===== src/hdl/sfr_pkg.sv =====
// sfr_pkg: shared types, codes and defaults for the sensor frame receiver.
// Used by sfr_ctrl, sfr_datapath and sensor_frame_receiver_top; no dependencies.
package sfr_pkg;

   localparam int PAYLOAD_MAX_DEF = 32;
   localparam int FRAME_MAX_DEF   = 37;
   localparam int MAX_READINGS    = 16;
   localparam int IDX_W           = 4;

   localparam logic [7:0] START_MARKER_RST = 8'hAA;
   localparam logic [7:0] END_MARKER_RST   = 8'hBB;
   localparam logic [7:0] EXP_CMD_RST      = 8'h0C;

   // register indexes (byte address = 4 * index)
   localparam logic [1:0] REG_START_MARKER = 2'd0;
   localparam logic [1:0] REG_END_MARKER   = 2'd1;
   localparam logic [1:0] REG_EXP_CMD      = 2'd2;

   typedef logic [1:0] status_type;
   localparam status_type ST_READING = 2'd0;
   localparam status_type ST_EMPTY   = 2'd1;
   localparam status_type ST_BAD_SUM = 2'd2;
   localparam status_type ST_BAD_CMD = 2'd3;

   typedef struct packed {
      logic [7:0] start_marker;
      logic [7:0] end_marker;
      logic [7:0] expected_command;
   } cfg_type;

   typedef struct packed {
      logic accept;        // byte request taken this cycle
      logic rd_hi;         // read high byte of current reading
      logic rd_lo;         // read low byte of current reading
      logic cap_hi;        // latch high byte from read data
      logic load_status;   // load single status result
      logic load_reading;  // load one reading result
      logic idx_inc;       // advance to next reading
   } dp_cmd_type;

   typedef struct packed {
      logic done;          // accepted byte closes a complete frame
      logic has_reads;     // that frame yields readings
      logic last_reading;  // current reading is the final one shown
   } dp_stat_type;

endpackage


===== src/hdl/sfr_ctrl.sv =====
// sfr_ctrl: controller FSM for the sensor frame receiver.
// Sequences byte intake and result drain; depends on sfr_pkg.
module sfr_ctrl (
   input  logic                clock,
   input  logic                reset,
   input  logic                req_tvalid,
   output logic                req_tready,
   output logic                rsp_tvalid,
   input  logic                rsp_tready,
   input  sfr_pkg::dp_stat_type stat,
   output sfr_pkg::dp_cmd_type  cmd
);
   import sfr_pkg::*;

   typedef enum logic [2:0] {
      S_IDLE,
      S_STATUS,
      S_RD_HI,
      S_RD_LO,
      S_EMIT
   } state_type;

   state_type state_ff, state_in;
   logic      valid_ff, valid_in;
   logic      out_free;

   assign out_free   = !valid_ff || rsp_tready;
   assign req_tready = (state_ff == S_IDLE);
   assign rsp_tvalid = valid_ff;

   always_comb begin
      cmd      = '0;
      state_in = state_ff;
      valid_in = (valid_ff && !rsp_tready);
      case (state_ff)
         S_IDLE: begin
            cmd.accept = req_tvalid;
            if (req_tvalid && stat.done) begin
               state_in = stat.has_reads ? S_RD_HI : S_STATUS;
            end
         end
         S_STATUS: begin
            if (out_free) begin
               cmd.load_status = 1'b1;
               valid_in        = 1'b1;
               state_in        = S_IDLE;
            end
         end
         S_RD_HI: begin
            cmd.rd_hi = 1'b1;
            state_in  = S_RD_LO;
         end
         S_RD_LO: begin
            cmd.rd_lo  = 1'b1;
            cmd.cap_hi = 1'b1;
            state_in   = S_EMIT;
         end
         S_EMIT: begin
            if (out_free) begin
               cmd.load_reading = 1'b1;
               valid_in         = 1'b1;
               if (stat.last_reading) begin
                  state_in = S_IDLE;
               end else begin
                  cmd.idx_inc = 1'b1;
                  state_in    = S_RD_HI;
               end
            end
         end
         default: begin
            state_in = S_IDLE;
         end
      endcase
   end

   always_ff @(posedge clock) begin
      if (reset) begin
         state_ff <= S_IDLE;
         valid_ff <= 1'b0;
      end else begin
         state_ff <= state_in;
         valid_ff <= valid_in;
      end
   end

endmodule


===== src/hdl/sfr_datapath.sv =====
// sfr_datapath: frame store, byte counter, checksum and result register.
// Driven by sfr_ctrl commands; depends on sfr_pkg.
module sfr_datapath #(
   parameter int PAYLOAD_MAX = sfr_pkg::PAYLOAD_MAX_DEF,
   parameter int FRAME_MAX   = sfr_pkg::FRAME_MAX_DEF
) (
   input  logic                      clock,
   input  logic                      reset,
   input  sfr_pkg::cfg_type          cfg,
   input  logic [7:0]                req_byte,
   input  sfr_pkg::dp_cmd_type       cmd,
   output sfr_pkg::dp_stat_type      stat,
   output sfr_pkg::status_type       out_status,
   output logic [sfr_pkg::IDX_W-1:0] out_index,
   output logic [15:0]               out_temp,
   output logic [4:0]                out_count,
   output logic                      out_last
);
   import sfr_pkg::*;

   localparam int CW = $clog2(FRAME_MAX + 1);
   localparam int AW = $clog2(FRAME_MAX);

   logic [7:0]       store_mem [FRAME_MAX];
   logic [7:0]       rd_data_ff;

   logic [CW-1:0]    count_ff, count_in;
   logic [7:0]       sum_ff, sum_in;
   logic [7:0]       len_ff, cmd_ff, prev_ff, hi_ff;
   logic [IDX_W-1:0] idx_ff;
   logic [6:0]       n_ff;
   status_type       fin_code_ff, fin_code;

   logic [8:0]       pos9, cnt9, rd_addr9;
   logic [7:0]       len_eff, sum_base, sum_new;
   logic             stored, too_long, full, done;
   logic [IDX_W-1:0] shown_last;

   always_comb begin
      pos9     = 9'(count_ff);
      cnt9     = pos9 + 9'd1;
      stored   = cmd.accept && !(count_ff == '0 && req_byte != cfg.start_marker);
      len_eff  = (pos9 == 9'd2) ? req_byte : len_ff;
      sum_base = (count_ff == '0) ? 8'd0 : sum_ff;
      // start, command, length and payload bytes feed the checksum
      if (pos9 < 9'd3 || pos9 < 9'd3 + 9'(len_eff)) begin
         sum_new = sum_base + req_byte;
      end else begin
         sum_new = sum_base;
      end
      too_long = (pos9 == 9'd2) && (9'(len_eff) > 9'(PAYLOAD_MAX));
      full     = (cnt9 >= 9'(FRAME_MAX));
      done     = stored && (cnt9 >= 9'd5)
                 && (9'd4 + 9'(len_eff) < 9'(FRAME_MAX))
                 && (cnt9 == 9'd5 + 9'(len_eff))
                 && (req_byte == cfg.end_marker);
      // checksum byte is the one just before the end marker
      if (prev_ff != sum_new) begin
         fin_code = ST_BAD_SUM;
      end else if (cmd_ff != cfg.expected_command) begin
         fin_code = ST_BAD_CMD;
      end else if (len_eff[7:1] == 7'd0) begin
         fin_code = ST_EMPTY;
      end else begin
         fin_code = ST_READING;
      end
      if (stored && (too_long || done || full)) begin
         count_in = '0;
         sum_in   = 8'd0;
      end else if (stored) begin
         count_in = cnt9[CW-1:0];
         sum_in   = sum_new;
      end else begin
         count_in = count_ff;
         sum_in   = sum_ff;
      end
      if (n_ff > 7'(MAX_READINGS)) begin
         shown_last = IDX_W'(MAX_READINGS - 1);
      end else begin
         shown_last = IDX_W'(n_ff - 7'd1);
      end
      rd_addr9 = (cmd.rd_lo ? 9'd4 : 9'd3) + {4'd0, idx_ff, 1'b0};
   end

   assign stat.done         = done;
   assign stat.has_reads    = (fin_code == ST_READING);
   assign stat.last_reading = (idx_ff == shown_last);

   always_ff @(posedge clock) begin
      if (stored) begin
         store_mem[pos9[AW-1:0]] <= req_byte;
      end
      if (cmd.rd_hi || cmd.rd_lo) begin
         rd_data_ff <= store_mem[rd_addr9[AW-1:0]];
      end
   end

   always_ff @(posedge clock) begin
      if (reset) begin
         count_ff <= '0;
         sum_ff   <= 8'd0;
         idx_ff   <= '0;
      end else begin
         count_ff <= count_in;
         sum_ff   <= sum_in;
         if (done) begin
            idx_ff <= '0;
         end else if (cmd.idx_inc) begin
            idx_ff <= idx_ff + 1'b1;
         end
      end
   end

   always_ff @(posedge clock) begin
      if (stored) begin
         prev_ff <= req_byte;
         if (pos9 == 9'd1) begin
            cmd_ff <= req_byte;
         end
         if (pos9 == 9'd2) begin
            len_ff <= req_byte;
         end
      end
      if (done) begin
         fin_code_ff <= fin_code;
         n_ff        <= len_eff[7:1];
      end
      if (cmd.cap_hi) begin
         hi_ff <= rd_data_ff;
      end
      if (cmd.load_status) begin
         out_status <= fin_code_ff;
         out_index  <= '0;
         out_temp   <= 16'd0;
         out_count  <= 5'd0;
         out_last   <= 1'b1;
      end else if (cmd.load_reading) begin
         out_status <= ST_READING;
         out_index  <= idx_ff;
         out_temp   <= {hi_ff, rd_data_ff};
         out_count  <= n_ff[4:0];
         out_last   <= (idx_ff == shown_last);
      end
   end

endmodule


===== src/hdl/sensor_frame_receiver_top.sv =====
// Sensor frame receiver: takes one byte request per cycle while hunting or storing.
// A bad length, wrong end byte or full store drops the frame silently. After the end
// byte requests are held while a status result, or each reading through read-high,
// read-low and emit steps, loads when the output frees; two reads per reading use
// the single registered read port of the store. Synchronous active-high reset clears
// the counters, handshake state and restores register defaults; the store needs none.
module sensor_frame_receiver_top #(
   parameter int PAYLOAD_MAX = sfr_pkg::PAYLOAD_MAX_DEF,
   parameter int FRAME_MAX   = sfr_pkg::FRAME_MAX_DEF
) (
   input  logic        clock,
   input  logic        reset,
   input  logic        req_tvalid,
   output logic        req_tready,
   input  logic [7:0]  req_tdata,   // [7:0] rx_byte
   output logic        rsp_tvalid,
   input  logic        rsp_tready,
   output logic [31:0] rsp_tdata,   // [3:0] sensor_index, [19:4] temperature_tenths,
                                    // [24:20] reading_count, [31:25] zero
   output logic [1:0]  rsp_tuser,   // [1:0] status
   output logic        rsp_tlast,
   input  logic        csr_psel,
   input  logic        csr_penable,
   input  logic        csr_pwrite,
   input  logic [3:0]  csr_paddr,
   input  logic [31:0] csr_pwdata,
   output logic [31:0] csr_prdata,
   output logic        csr_pready
);
   import sfr_pkg::*;

   cfg_type             cfg_ff;
   dp_cmd_type          cmd;
   dp_stat_type         stat;
   status_type          out_status;
   logic [IDX_W-1:0]    out_index;
   logic [15:0]         out_temp;
   logic [4:0]          out_count;
   logic                csr_wr;

   assign csr_pready = 1'b1;
   assign csr_wr     = csr_psel && csr_penable && csr_pwrite && csr_pready;

   always_ff @(posedge clock) begin
      if (reset) begin
         cfg_ff.start_marker     <= START_MARKER_RST;
         cfg_ff.end_marker       <= END_MARKER_RST;
         cfg_ff.expected_command <= EXP_CMD_RST;
      end else if (csr_wr) begin
         case (csr_paddr[3:2])
            REG_START_MARKER: cfg_ff.start_marker     <= csr_pwdata[7:0];
            REG_END_MARKER:   cfg_ff.end_marker       <= csr_pwdata[7:0];
            REG_EXP_CMD:      cfg_ff.expected_command <= csr_pwdata[7:0];
            default: ;
         endcase
      end
   end

   always_comb begin
      case (csr_paddr[3:2])
         REG_START_MARKER: csr_prdata = {24'd0, cfg_ff.start_marker};
         REG_END_MARKER:   csr_prdata = {24'd0, cfg_ff.end_marker};
         REG_EXP_CMD:      csr_prdata = {24'd0, cfg_ff.expected_command};
         default:          csr_prdata = 32'd0;
      endcase
   end

   sfr_ctrl u_ctrl (
      .clock      (clock),
      .reset      (reset),
      .req_tvalid (req_tvalid),
      .req_tready (req_tready),
      .rsp_tvalid (rsp_tvalid),
      .rsp_tready (rsp_tready),
      .stat       (stat),
      .cmd        (cmd)
   );

   sfr_datapath #(
      .PAYLOAD_MAX (PAYLOAD_MAX),
      .FRAME_MAX   (FRAME_MAX)
   ) u_datapath (
      .clock      (clock),
      .reset      (reset),
      .cfg        (cfg_ff),
      .req_byte   (req_tdata),
      .cmd        (cmd),
      .stat       (stat),
      .out_status (out_status),
      .out_index  (out_index),
      .out_temp   (out_temp),
      .out_count  (out_count),
      .out_last   (rsp_tlast)
   );

   assign rsp_tuser = out_status;
   assign rsp_tdata = {7'd0, out_count, out_temp, out_index};

   // status results stand alone
   a_status_single: assert property (@(posedge clock) disable iff (reset)
      (rsp_tvalid && rsp_tuser != ST_READING) |-> rsp_tlast)
      else $error("status result without last");

   a_status_zero: assert property (@(posedge clock) disable iff (reset)
      (rsp_tvalid && rsp_tuser != ST_READING) |-> (rsp_tdata == 32'd0))
      else $error("status result carries reading data");

   // while a frame still drains, no new byte request is taken
   a_drain_blocks: assert property (@(posedge clock) disable iff (reset)
      (rsp_tvalid && rsp_tready && !rsp_tlast) |-> !req_tready)
      else $error("byte request taken during drain");

endmodule

===== config.mk =====
export PLATFORM = sky130hd
export DESIGN_NAME = sensor_frame_receiver_top
export DESIGN_NICKNAME = d
export VERILOG_FILES = /design/src/hdl/sfr_pkg.sv /design/src/hdl/sfr_ctrl.sv /design/src/hdl/sfr_datapath.sv /design/src/hdl/sensor_frame_receiver_top.sv
export SDC_FILE = /design/constraint.sdc
export NUM_CORES = 1
export LEC_CHECK = 0
export BUFFER_PORTS_ARGS = -buffer_cell sky130_fd_sc_hd__clkbuf_2
export CORE_MARGIN = 2
export CORE_UTILIZATION = 65
export CTS_CLUSTER_SIZE = 40
export DETAILED_ROUTE_END_ITERATION = 8
export PLACE_DENSITY_LB_ADDON = 0.1
export SYNTH_ARGS = -nofsm -noshare
export SYNTH_HDL_FRONTEND = slang
export SYNTH_SLANG_ARGS = --single-unit

===== constraint.sdc =====
create_clock -name clock -period 10.75 [get_ports clock]
set_input_delay 0 -clock clock [delete_from_list [all_inputs] [get_ports clock]]
set_output_delay 0 -clock clock [all_outputs]
set_load 0.02 [all_outputs]

Yosys cells after proc, flatten, opt, wreduce, memory -nomap -nowiden
Memory sizes are Yosys's and may differ from the RTL's. A register that Yosys moved wholly into a read port is not among the register bits.
Index checks and enable logic that the tools add are counted.
- logic and storage cells: 115
- memories: 1
- RAM bits: 296
- input port bits: 51
- register bits: 115
- mux-type cells: 29
- equality and inequality tests: 17
- reduce and logical (&&, ||, !) cells: 34
- $add $sub $neg: 8
- magnitude comparators: 7
- memories (name ; words ; bits a word ; read ports ; clocked after memory_dff ; write ports ; RTL line ; RTL):
    u_datapath.store_mem ; 37 ; 8 ; 1 ; 1 ; 1 ; sfr_datapath.sv:24 ; logic [7:0] store_mem [FRAME_MAX];
- operator list (operator ; count):
    $mux W8 ; 3
    $ne A8 B8 Y1 ; 3
    $pmux W8 S3 ; 1
    $add A3 B8 Y9 const A ; 2
    $mux W2 ; 9
    $pmux W3 S5 ; 1
    $logic_and A1 B1 Y1 ; 12
    $mux W3 ; 4
    $mux W1 ; 10
    $add A2 B8 Y9 const A ; 1
    $eq A9 B9 Y1 ; 1
    $ge A9 B3 Y1 const B ; 1
    $ge A9 B6 Y1 const B ; 1
    $lt A6 B9 Y1 ; 1
    $lt A9 B6 Y1 const B ; 1
    $add A8 B8 Y8 ; 1
    $eq A8 B8 Y1 ; 1
    $gt A8 B6 Y1 const B ; 1
    $reduce_and A2 Y1 ; 4
    $add A6 B1 Y7 const B ; 1
    $gt A7 B5 Y1 const B ; 1
    $logic_not A7 Y1 ; 1
    $add A6 B5 Y6 ; 1
    $eq A3 B2 Y1 const B ; 2
    other kinds (20) ; 31

Longest topological paths before layout
Gate-level depths: netlist of run 1.
- depth in word-level cells: 12
- depth in mapped cells: 22
- mapped depth without buffers: 17

Hierarchy
From an unflattened synthesis of run 1, not the netlist that was laid out.
- cells, all modules: 1272
- area, all modules: 18921.9 um2
- modules (own cells, without submodules) (module ; area each (um2) ; times used ; cells an instance ; sequential area each (um2)):
    sfr_datapath ; 17241.5 ; 1 ; 1079 ; 11300.8
    sensor_frame_receiver_top ; 1415.1 ; 1 ; 161 ; 480.5
    sfr_ctrl ; 265.3 ; 1 ; 32 ; 80.1

Worst setup path after synthesis of run 1
No wires, ideal clock.
- path kind: flip-flop to flip-flop
- start point: register u_ctrl.state_ff[2]
- end point: register u_datapath.rd_data_ff[5], read port of u_datapath.store_mem (data pin)
- data required time: 10.480 ns
- clock period less this slack: 4.396 ns
- stages on the path, launching flop included: 16
- slack: 6.354 ns
- arrival time: 4.125 ns
- cells stage by stage: dfxtp_1 clkbuf_1 nor2_1 nand2_1 inv_2 buf_2 buf_2 ha_1 a21oi_1 nor2b_1 xnor2_1 clkbuf_1 mux4_2 nor2b_1 a211oi_1 a21oi_1
- longest elaborated chain between the ends: 4
- elaborated cells between the ends (all ways): 7
- classes of those cells: 1 x add/sub; 2 x eq/ne; 3 x mux; 1 x reduce/logical
- ends and longest elaborated chain (element ; RTL line ; RTL):
    start: declaration ; sfr_ctrl.sv:23 ; state_type state_ff, state_in;
    start signal: assignment ; sfr_ctrl.sv:81 ; state_ff <= state_in;
    $eq A3 B2 Y1 ; sfr_ctrl.sv:35 ; case (state_ff)
    $mux W2 ; sfr_ctrl.sv:35 ;
    $mux W3 ; sfr_datapath.sv:82 ; rd_addr9 = (cmd.rd_lo ? 9'd4 : 9'd3) + {4'd0, idx_ff, 1'b0};
    $add A6 B5 Y6 ; sfr_datapath.sv:82 ;
    end: declaration ; sfr_datapath.sv:25 ; logic [7:0] rd_data_ff;
Parallel ways exist; a longest one is shown, timed or not.
A chain may end at the register's enable or synchronous reset.

Final worst setup path of run 1
- start point: register u_datapath.count_ff[0]
- end point: register u_datapath.fin_code_ff[1] (data pin)
- longest elaborated chain between the ends: 8
- elaborated cells between the ends (all ways): 12
- classes of those cells: 2 x add/sub; 2 x order compare; 2 x eq/ne; 4 x mux; 2 x reduce/logical
- ends and longest elaborated chain (element ; RTL line ; RTL):
    start: declaration ; sfr_datapath.sv:27 ; logic [CW-1:0] count_ff, count_in;
    start signal: assignment ; sfr_datapath.sv:104 ; count_ff <= count_in;
    $eq A6 B2 Y1 ; sfr_datapath.sv:43 ; len_eff = (pos9 == 9'd2) ? req_byte : len_ff;
    $mux W8 ; -- ;
    net u_datapath.len_eff[0] ; sfr_datapath.sv:35 ; logic [7:0] len_eff, sum_base, sum_new;
    $add A2 B8 Y9 ; sfr_datapath.sv:46 ; if (pos9 < 9'd3 || pos9 < 9'd3 + 9'(len_eff)) begin
    $lt A6 B9 Y1 ; sfr_datapath.sv:46 ;
    $logic_or A1 B1 Y1 ; sfr_datapath.sv:46 ;
    $mux W8 ; sfr_datapath.sv:46 ;
    $ne A8 B8 Y1 ; sfr_datapath.sv:58 ; if (prev_ff != sum_new) begin
    $mux W2 ; sfr_datapath.sv:58 ;
    net u_datapath.fin_code[1] ; sfr_datapath.sv:32 ; status_type fin_code_ff, fin_code;
    end signal: assignment ; sfr_datapath.sv:125 ; fin_code_ff <= fin_code;
    end: declaration ; sfr_datapath.sv:32 ;
The timed path passes the listed nets, and every way through them passes these cells.

==> results by group, run 1 <==
Outcome
  – Outcome: finished, final reports clean

Final layout
  – Layout cells sized above 1: 0.1742
  – Fill cell count: 1,783
  – Finished Layout Cells: 1,756
  – Design area: 0.02049 mm^2
  – Layout Nets: 1,421
  – Synthesis-to-finish area growth: 10.46%
  – Register area: 0.01186 mm^2
  – N_diodes: 0
  – Multi-input logic area: slightly above 0.006 mm^2

Global route
  – Grt ovf: 0
  – Initial antenna violation count: 0
  – Vias in the first global route: 10,690
  – Largest net degree at the start of global routing: 54
  – GRT Max-Usage Layer: met2
  – Met3 GRT Util: 0.04529
  – Grt met1 use: 0.3730
  – First-pass GRT wire length: 61.63 mm
  – Met2 global-route usage: 0.4433
  – Overall Global Routing Usage: 0.2675

Detailed routing
  – Via Count: 10,890
  – Drt wl/cell: 22.52 um
  – ANT nets after route: 0
  – DRC viols: 0
  – Drt pass-1 iters: 5
  – Drt initial violations: around 1,100
  – Routed wire length: between 30 and 40 mm
  – Routed vias/inst: 6.200

Job
  – Max-Cap Viols: 0

Timing
  – Hold_ws: roughly 52 ps
  – Final Hold Vio Count: 0
  – Final Cycle Share: 0.5327
  – Achievable Freq: roughly 170 MHz
  – Worst rel slew slack: 0.2401
  – Post-route minimum period: 5727 ps
  – Final setup fails: 0
  – RSZ-0062 raised after global routing: no
  – Skew final: 17.85 ps
  – Final slew viol count: 0
  – Transition time of the tightest slew-check pin: 1124 ps
  – Setup TNS Final: 0 ps

Critical path
  – Worst-path maximum fanout: 19
  – Slowest CP cell: nor4b_1
  – CP cell instances: inv_1 -> ha_1 -> inv_1 -> nor2_8 -> a21boi_1 -> inv_1 -> ha_1 -> nor2_1 -> ha_1 -> a21oi_1 -> o21ai_0 -> o211a_1 -> mux2i_1 -> xor2_1 -> o21ai_0 -> nor4b_1 -> nand3_1
  – Req. time, crit path: 10,980 ps
  – Worst Setup Path Type: register to register
  – Crit end category: register
  – Crit path launch type: register
  – CP peak stage delay: 980 ps
  – Worst EP arrival: 5960 ps

Floorplan
  – I/O pin total: around 120
  – Initial Utilization: 0.6639
  – # rows: 61
  – Core area: 0.02793 mm^2
  – Die H: about 170 um
  – DIE AREA: 0.02990 mm^2
  – Chip width: 172.9 um

Synth
  – Main synth FF type: edfxtp_1
  – Dominant cells by area after synthesis: edfxtp_1 (56%), mux4_2 (11%), dfxtp_1 (7.8%)
  – Post-synth cell types: 68
  – Synth top area share: 0.5619
  – Post-synth EDFFs: 347
  – Yosys reg bits: 419
  – Post-synthesis cell count: 1,284
  – Async SR Flop Fraction: 0
  – Register area share after synthesis: 0.6396
  – Post-Syn Area per Cell: 14.44 um^2
  – Ys Warns: 0
  – Cell taking the most area after synthesis: edfxtp_1
  – Area of the mapped netlist: 0.01855 mm^2

Place
  – Placed Cells: 1,669
  – Final HPWL DP: 24.11 mm
  – Cell Area, Placed: 0.01906 mm^2
  – Port buffer count: 62
  – Final Wtd Congestion: 0.8674

Clock tree
  – Post-CTS sizing: 0
  – Reg clk slew, reported paths: 70 ps
  – Hold_buf cts: 10
  – Clk sinks: around 420
  – CTS tree: done
  – CTS Buf Count: 42
  – CTS Root Cell: clkbuf_16
  – Clk_lat worst skew: 550 ps
  – Htree depth: 2
  – Longest Clk Path Bufs: 3
  – Setup Fix Bufs, Post-CTS: 0

Pwr
  – Worst VDD drop: approximately 0.14 mV
  – Pwr dens: between 150 and 200 mW/mm^2
  – LEAKAGE: 6.906 nW

Worst hold path
  – Hold crit path type: input port to register
[cells in the final DEF (no fill, tap or decap), types with 9 or more instances in the layout]
master / instances
and3_1: 14
nand2_1: 103
a21oi_1: 66
clkbuf_2: 62
nor2_1: 104
a211o_1: 12
clkbuf_16: 44
xnor2_1: 43
nor3_1: 20
inv_1: 17
conb_1: 32
buf_4: 18
a211oi_1: 19
clkbuf_1: 12
ha_1: 22
and2_1: 11
mux4_2: 88
dfxtp_1: 72
dlygate4sd3_1: 10
o21ai_0: 30
edfxtp_1: 347
nand4_1: 9
mux2i_1: 47
xor2_1: 20
nand3_1: 21
nor2b_1: 24
[report_power, final]
part | internal (mW) | switching, mW
Combinational | 0.162 | 0.299
Sequential | 1.82 | 0.0435
Clock | 0.806 | 0.596
[worst paths after layout]
kind / from / to / slack, ps / cells past startpoint
worst min-delay path: req_tdata[6] / u_datapath.store_mem[4][6] / 50 / 2
worst max-delay path: u_datapath.count_ff[0] / u_datapath.fin_code_ff[1] / 5020 / 17
worst max register to register: u_datapath.count_ff[0] / u_datapath.fin_code_ff[1] / 5020 / 17
worst min register to register: u_datapath.rd_data_ff[2] / u_datapath.hi_ff[2] / 450 / 0
[layer usage]
layer | vias to the layer above | share of wire
li1 | 4943 | -
met1 | 5425 | 0.40
met2 | 453 | 0.49
met3 | 67 | 0.078
met4 | 0 | 0.023
met5 | - | 0
[sequential cells by signal (all words and copies together), names as in the netlist]
signal,count
u_datapath.out_last,1
u_datapath.out_count,5
u_datapath.idx_ff,4
u_datapath.out_temp,16
u_datapath.store_mem,296
u_datapath.n_ff,7
u_datapath.out_status,2
u_ctrl.state_ff,3
u_ctrl.rsp_tvalid,1
u_datapath.prev_ff,8
u_datapath.fin_code_ff,2
u_datapath.rd_data_ff,8
u_datapath.hi_ff,8
u_datapath.out_index,4
u_datapath.cmd_ff,8
u_datapath.count_ff,6
u_datapath.sum_ff,8
u_datapath.len_ff,8
cfg_ff,24
[cell families (layout without fill, tap and decap cells)]
group	after synthesis	in the layout	share of synthesized area
compound gates	173	173	0.05843
mux	138	138	0.1341
xor+xnor	63	63	0.02975
simple gates	343	343	0.08791
fa+ha+maj	25	25	0.01768
buf+inv	121	185	0.03218
other cells	2	32	0.0004050
flops	419	419	0.6396
[worst max-delay path: cells and delay by family, from the launching register on]
kind            cells  cell delay (ps)
flops               1              670
buf+inv             3              600
mux                 1              340
fa+ha+maj           3              800
xor+xnor            1              160
compound gates      5             1420
simple gates        4             1420
[cell usage after synthesis (5+ instances only)]
| cell | n |
|---|---|
| and2_1 | 11 |
| nand2_1 | 103 |
| nor2b_1 | 24 |
| o211ai_1 | 7 |
| mux4_2 | 88 |
| nor2_1 | 104 |
| xnor2_1 | 43 |
| nand4_1 | 9 |
| inv_1 | 17 |
| edfxtp_1 | 347 |
| buf_4 | 33 |
| buf_1 | 10 |
| o21ai_0 | 30 |
| nor3b_1 | 5 |
| xor2_1 | 20 |
| buf_2 | 9 |
| nor3_1 | 20 |
| nand3_1 | 21 |
| dfxtp_1 | 72 |
| ha_1 | 23 |
| a211o_1 | 12 |
| clkbuf_1 | 50 |
| a211oi_1 | 19 |
| a21oi_1 | 66 |
| and3_1 | 15 |
| mux2i_1 | 47 |
[metrics by stage]
stage	setup slack [ps]	total power, mW	utilization
2_1_floorplan	6354	2.212	-
5_1_grt	4679	3.852	0.7334
3_3_place_gp	5205	2.319	0.6823
3_5_place_dp	5173	2.333	0.6823
6_report	5023	3.722	0.7334
4_1_cts	5181	3.729	0.7334
[final cells by class]
class                   count  area share
repair buffers             90     0.02663
flip-flops and latches    419      0.5790
multi-input cells         774      0.3031
clock inverters            17    0.006108
clock buffers              60     0.05863
inverters                  18    0.003420
well taps                 378     0.02309
Note: power is estimated with default switching activity, not from simulation.
==> run 2: changes to the inputs <==
Settings changed: CORE_UTILIZATION 65 to 61.
Clock period 10.75 ns to 5.76 ns, I/O delays scaled along.
==> results by group, run 2 (same netlist as run 1, synthesis figures left out) <==
Clock tree
  – CTS tree: done (unchanged)
  – Hold_buf cts: 14 (was 10)
  – Post-CTS sizing: 0 (unchanged)
  – Setup Fix Bufs, Post-CTS: 0 (unchanged)
  – Clk sinks: 419 (unchanged)
  – Longest Clk Path Bufs: 3 (unchanged)
  – Clk_lat worst skew: 550 ps (about the same)
  – CTS Root Cell: clkbuf_16 (unchanged)
  – Htree depth: 2 (unchanged)
  – Reg clk slew, reported paths: 60 ps (was 70 ps)
  – CTS Buf Count: 43 (was 42)

Floorplan
  – Initial Utilization: 0.6224 (was 0.6639)
  – Die H: 178.4 um (was 172.9 um)
  – Core area: 0.02980 mm^2 (was 0.02793 mm^2)
  – # rows: 63 (was 61)
  – Chip width: 178.4 um (was 172.9 um)
  – I/O pin total: 121 (unchanged)
  – DIE AREA: 0.03181 mm^2 (was 0.02990 mm^2)

Critical path
  – CP peak stage delay: 620 ps (was 980 ps)
  – FF-to-FF setup slack: 800 ps (was 5020 ps)
  – Req. time, crit path: 6040 ps (was 10,980 ps)
  – Crit path launch type: register (unchanged)
  – Worst EP arrival: 5230 ps (was 5960 ps)
  – Crit end category: register (unchanged)
  – Slowest CP cell: dfxtp_1 (was nor4b_1)
  – Worst Setup Path Type: register to register (unchanged)
  – CP top delay family: compound AO/OA/AOI/OAI gates (was simple AND/OR/NAND/NOR gates)
  – CP cell instances: inv_1 -> ha_1 -> nand2_1 -> mux2_2 -> o31ai_1 -> ha_1 -> a211oi_1 -> o21ai_0 -> o211a_1 -> buf_4 -> mux2i_1 -> xor2_1 -> o21ai_0 -> nor4b_1 -> buf_4 -> nand3_1 (was inv_1 -> ha_1 -> inv_1 -> nor2_8 -> a21boi_1 -> inv_1 -> ha_1 -> nor2_1 -> ha_1 -> a21oi_1 -> o21ai_0 -> o211a_1 -> mux2i_1 -> xor2_1 -> o21ai_0 -> nor4b_1 -> nand3_1)
  – Worst-path maximum fanout: 18 (was 19)
  – CP bufs+invs: 3 (unchanged)

Pwr
  – Total power: 7.186 mW (was 3.722 mW)
  – LEAKAGE: 7.030 nW (was 6.906 nW)
  – Pwr dens: 346.3 mW/mm^2 (was 181.7 mW/mm^2)
  – Worst VDD drop: 0.2571 mV (was 0.1423 mV)

Timing
  – Skew final: 20.94 ps (was 17.85 ps)
  – Final Cycle Share: 0.8608 (was 0.5327)
  – Setup TNS Final: 0 ps (unchanged)
  – Final Hold Vio Count: 0 (unchanged)
  – Transition time of the tightest slew-check pin: 1087 ps (was 1124 ps)
  – Achievable Freq: 201.7 MHz (was 174.6 MHz)
  – RSZ-0062 raised after global routing: no (unchanged)
  – Worst rel slew slack: 0.2715 (was 0.2401)
  – Final setup fails: 0 (unchanged)
  – Final slew viol count: 0 (unchanged)
  – Post-route minimum period: 4958 ps (was 5727 ps)

Outcome
  – Outcome: finished, final reports clean (unchanged)

Final layout
  – Synthesis-to-finish area growth: 11.91% (was 10.46%)
  – Max FFs per register: 296 (unchanged)
  – Commonest cells after routing, fill and taps aside: edfxtp_1 (347), nor2_1 (104), nand2_1 (103), mux4_2 (88), dfxtp_1 (72) (unchanged)
  – Fill cell count: 2,015 (was 1,783)
  – N_diodes: 0 (unchanged)
  – Layout cells sized above 1: 0.1820 (was 0.1742)
  – Commonest non-fill, non-tap cell in the layout: edfxtp_1 (unchanged)
  – Layout Nets: 1,431 (was 1,421)

Detailed routing
  – Drt pass-1 iters: 5 (unchanged)
  – ANT nets after route: 0 (unchanged)
  – Drt initial violations: 1,119 (was 1,110)
  – Routed wire length: 40.59 mm (was 39.54 mm)
  – DRC viols: 0 (unchanged)
  – Drt wl/cell: 22.80 um (was 22.52 um)
  – Via Count: 10,850 (was 10,890)
  – Routed vias/inst: 6.093 (was 6.200)

Global route
  – Vias in the first global route: 10,660 (was 10,690)
  – First-pass GRT wire length: 61.89 mm (was 61.63 mm)
  – Grt ovf: 0 (unchanged)
  – Overall Global Routing Usage: 0.2614 (was 0.2675)
  – Largest net degree at the start of global routing: 82 (was 54)
  – Initial antenna violation count: 1 (was 0)

Job
  – Max-Cap Viols: 0 (unchanged)

Worst hold path
  – Hold crit path type: input port to register (unchanged)

Place
  – Final HPWL DP: 26.36 mm (was 24.11 mm)
  – Final Wtd Congestion: 0.8909 (was 0.8674)
  – Port buffer count: 62 (unchanged)
-- run 2: worst paths after layout --
check | startpoint | endpoint | cells past startpoint
setup / recovery | u_datapath.count_ff[0] | u_datapath.fin_code_ff[1] | 16
hold / removal | csr_penable | cfg_ff[6] | 5
setup reg to reg | u_datapath.count_ff[0] | u_datapath.fin_code_ff[1] | 16
hold reg to reg | u_datapath.out_temp[11] | u_datapath.out_temp[11] | 2
-- run 2: layout make-up --
type | count | area [um^2] | area share
Tap cell | 390 | 488.0 | 0.02351
Multi-Input combinational cell | 774 | 6227 | 0.3001
Timing Repair Buffer | 99 | 635.6 | 0.03063
Sequential cell | 419 | 11860 | 0.5715
Inverter | 18 | 70.07 | 0.003376
Clock buffer | 51 | 1147 | 0.05528
Clock inverter | 29 | 324.1 | 0.01561
-- run 2: power breakdown --
group / internal, mW / switching [mW] / total (mW)
clock: 1.74 / 1.13 / 2.86
combinational: 0.307 / 0.548 / 0.855
sequential: 3.39 / 0.0795 / 3.47
-- run 2: stage by stage --
stage / setup WS, ps / util / hold slack, ps / instances / area [um^2]
2_1_floorplan: 1364 / - / 98.87 / 1314 / 18660
3_3_place_gp: 907.7 / 0.6424 / 239.0 / 1686 / 19140
3_5_place_dp: 879.0 / 0.6424 / 240.8 / 1686 / 19140
4_1_cts: 878.5 / 0.6965 / 26.76 / 1780 / 20750
5_1_grt: 496.3 / 0.6965 / 63.99 / 1780 / 20750
6_report: 802.0 / 0.6965 / 49.76 / 1780 / 20750
-- run 2: routing by layer --
layer | track usage | wire [um]
met1 | 0.3683 | 17330
met5 | 0 | 11
met4 | 0.08096 | 1021
met3 | 0.03772 | 2218
met2 | 0.4276 | 20010
-- run 2: worst register-to-register path: cells and delay by family, from the launching register on --
family | cells | cell delay, ps
and+or+nand+nor | 3 | 880
adders and majority gates | 2 | 680
buffers and inverters | 3 | 600
muxes | 2 | 720
DFF | 1 | 620
AOI/OAI and AO/OA | 5 | 1050
xor gates and xnor gates | 1 | 160
==> run 3: changes to the inputs <==
Settings changed: CTS_CLUSTER_DIAMETER set to 50, RECOVER_POWER set to 25.
==> results by group, run 3 (same netlist as run 1, synthesis figures left out) <==
Floorplan
  – I/O pin total: 121 (unchanged)
  – Initial Utilization: 0.6224 (unchanged)
  – DIE AREA: 0.03181 mm^2 (unchanged)
  – Core area: 0.02980 mm^2 (unchanged)
  – Chip width: 178.4 um (unchanged)
  – Die H: 178.4 um (unchanged)
  – # rows: 63 (unchanged)

Timing
  – Final slew viol count: 118 (was 0)
  – Post-route minimum period: 5028 ps (was 4958 ps)
  – Transition time of the tightest slew-check pin: 1947 ps (was 1087 ps)
  – Final Hold Vio Count: 0 (unchanged)
  – Setup WS post-layout: 732.1 ps (was 802.0 ps)
  – Skew final: 24.42 ps (was 20.94 ps)
  – Achievable Freq: 198.9 MHz (was 201.7 MHz)
  – Final Cycle Share: 0.8729 (was 0.8608)
  – Final setup fails: 0 (unchanged)
  – RSZ-0062 raised after global routing: no (unchanged)
  – Setup TNS Final: 0 ps (unchanged)
  – Worst rel slew slack: -0.2980 (was 0.2715)

Detailed routing
  – Drt pass-1 iters: 8 (was 5)
  – ANT nets after route: 0 (unchanged)
  – Via Count: 10,810 (was 10,850)
  – Routed vias/inst: 6.126 (was 6.093)
  – Drt wl/cell: 22.60 um (was 22.80 um)
  – Drt initial violations: 1,003 (was 1,119)
  – DRC viols: 0 (unchanged)
  – Routed wire length: 39.88 mm (was 40.59 mm)

Worst hold path
  – Worst hold path startpoint: csr_penable (unchanged)
  – Hold EP: cfg_ff[5] (was cfg_ff[6])
  – Hold Path Depth: 5 (unchanged)
  – Hold crit path type: input port to register (unchanged)

Final layout
  – Max FFs per register: 296 (unchanged)
  – Design area: 0.02050 mm^2 (was 0.02075 mm^2)
  – Commonest cells after routing, fill and taps aside: edfxtp_1 (347), nor2_1 (104), nand2_1 (103), mux4_2 (88), dfxtp_1 (72) (unchanged)
  – Layout Nets: 1,425 (was 1,431)
  – Synthesis-to-finish area growth: 10.57% (was 11.91%)
  – Layout cells sized above 1: 0.1724 (was 0.1820)
  – Commonest non-fill, non-tap cell in the layout: edfxtp_1 (unchanged)
  – N_diodes: 0 (unchanged)

Job
  – Max-Cap Viols: 3 (was 0)

Place
  – Port buffer count: 62 (unchanged)
  – DP Worst Slack: 879.0 ps (unchanged)
  – Final Wtd Congestion: 0.8909 (unchanged)
  – Final HPWL DP: 26.36 mm (unchanged)
  – Cell Area, Placed: 0.01914 mm^2 (unchanged)

Clock tree
  – Reg clk slew, reported paths: 70 ps (was 60 ps)
  – CTS tree: done (unchanged)
  – Clk sinks: 419 (unchanged)
  – CTS Buf Count: 37 (was 43)
  – Hold_buf cts: 14 (unchanged)
  – CTS Root Cell: clkbuf_16 (unchanged)
  – Longest Clk Path Bufs: 3 (unchanged)
  – Clk_lat worst skew: 530 ps (was 550 ps)
  – Htree depth: 2 (unchanged)
  – Setup Fix Bufs, Post-CTS: 0 (unchanged)
  – Post-CTS sizing: 0 (unchanged)

Critical path
  – Worst Setup Path Type: input port to register (was register to register)
  – Slowest CP cell: clkbuf_1 (was dfxtp_1)
  – CP bufs+invs: 3 (unchanged)
  – Crit path launch type: input port (was register)
  – CP top delay family: buffers and inverters (was compound AO/OA/AOI/OAI gates)
  – Worst-path maximum fanout: 41 (was 18)
  – Req. time, crit path: 6130 ps (was 6040 ps)
  – Crit end category: register (unchanged)
  – Most frequent CP cell: clkbuf_1
  – CP peak stage delay: 1380 ps (was 620 ps)
  – CP cell instances: dlygate4sd3_1 -> clkbuf_1 -> clkbuf_1 -> xnor2_1 -> nand4_1 -> o21ai_0 -> and3_2 -> o211ai_1 -> a2111oi_0 -> nor3b_1 -> o32a_1 -> nor2_1 (was inv_1 -> ha_1 -> nand2_1 -> mux2_2 -> o31ai_1 -> ha_1 -> a211oi_1 -> o21ai_0 -> o211a_1 -> buf_4 -> mux2i_1 -> xor2_1 -> o21ai_0 -> nor4b_1 -> buf_4 -> nand3_1)
  – FF-to-FF setup slack: 810 ps (was 800 ps)
  – Worst r2r src: u_datapath.count_ff[0] (unchanged)
  – Worst EP arrival: 5400 ps (was 5230 ps)
  – Worst R2R Path Depth: 16 (unchanged)
  – FF-to-FF End: u_datapath.fin_code_ff[1] (unchanged)

Pwr
  – Total power: 6.838 mW (was 7.186 mW)
  – LEAKAGE: 6.861 nW (was 7.030 nW)
  – Worst VDD drop: 0.2949 mV (was 0.2571 mV)
  – Pwr dens: 333.5 mW/mm^2 (was 346.3 mW/mm^2)

Outcome
  – Violated checks: max-capacitance violations, max-slew violations
  – Outcome: finished with violations (was finished, final reports clean)

Global route
  – Vias in the first global route: 10,550 (was 10,660)
  – Grt ovf: 0 (unchanged)
  – Initial antenna violation count: 1 (unchanged)
  – First-pass GRT wire length: 61.04 mm (was 61.89 mm)
  – Largest net degree at the start of global routing: 82 (unchanged)
  – Overall Global Routing Usage: 0.2576 (was 0.2614)
==> run 3: changes by cell type in the layout (fill, tap and decap cells not counted), moves of 3 or more <==
| cell | change |
|---|---|
| clkbuf_2 | -9 |
| inv_8 | +8 |
| bufinv_16 | -6 |
| clkinv_1 | -10 |
| clkinv_4 | +3 |
| clkbuf_16 | -7 |
| clkinv_8 | +6 |
| clkinv_2 | -7 |
| buf_4 | -7 |
| clkbuf_1 | +11 |
==> run 3: cell type report <==
class	instances	area [um^2]
clock inverter	28	334.1
clock buffer	37	925.9
inverter	18	70.07
fill	2055	9291
tap	390	488.0
timing repair buffer	99	598.1
sequential	419	11860
multi-input combinational	774	6227
==> run 3: worst register-to-register path, cell delays in order (launching register included) <==
cell and delay, ps:
dfxtp_1 620, inv_1 180, ha_1 360, nand2_1 400, mux2_2 460, o31ai_1 300
ha_1 310, a211oi_1 230, o21ai_0 130, o211a_1 230, buf_4 200, mux2i_1 250
xor2_1 160, o21ai_0 150, nor4b_1 420, buf_4 220, nand3_1 60
==> run 3: layer usage <==
metal  vias to the layer above  GRT usage  share of wire
li1                       4954          -              -
met1                      5452     0.3691           0.43
met2                       342     0.4171           0.49
met3                        63    0.03836          0.059
met4                         2    0.07283          0.025
met5                         -          0        0.00035
==> run 3: worst max-delay path by stage <==
stage	start	endpoint	cells after the start
after detailed placement	u_datapath.count_ff[0]	u_datapath.fin_code_ff[1]	16
after global placement	u_datapath.count_ff[0]	u_datapath.fin_code_ff[1]	16
final	req_tdata[1]	u_datapath.sum_ff[7]	12
after CTS	u_datapath.count_ff[0]	u_datapath.fin_code_ff[1]	16
after floorplan	u_ctrl.state_ff[2]	u_datapath.rd_data_ff[5]	15
after global routing	req_tdata[1]	u_ctrl.state_ff[0]	12
==> run 3: per-stage QoR <==
step	cells	util	hold slack (ps)
after CTS	1765	0.6894	44.01
final	1765	0.6882	58.32
after global routing	1765	0.6882	124.3
after floorplan	1314	-	98.87
after detailed placement	1686	0.6424	240.8
after global placement	1686	0.6424	239.0
==> run 3: power breakdown <==
| group | switching [mW] | internal, mW | total (mW) |
|---|---|---|---|
| combinational | 0.547 | 0.305 | 0.852 |
| sequential | 0.0807 | 3.38 | 3.47 |
| clock | 1.21 | 1.31 | 2.52 |
| total | 1.84 | 5.00 | 6.84 |
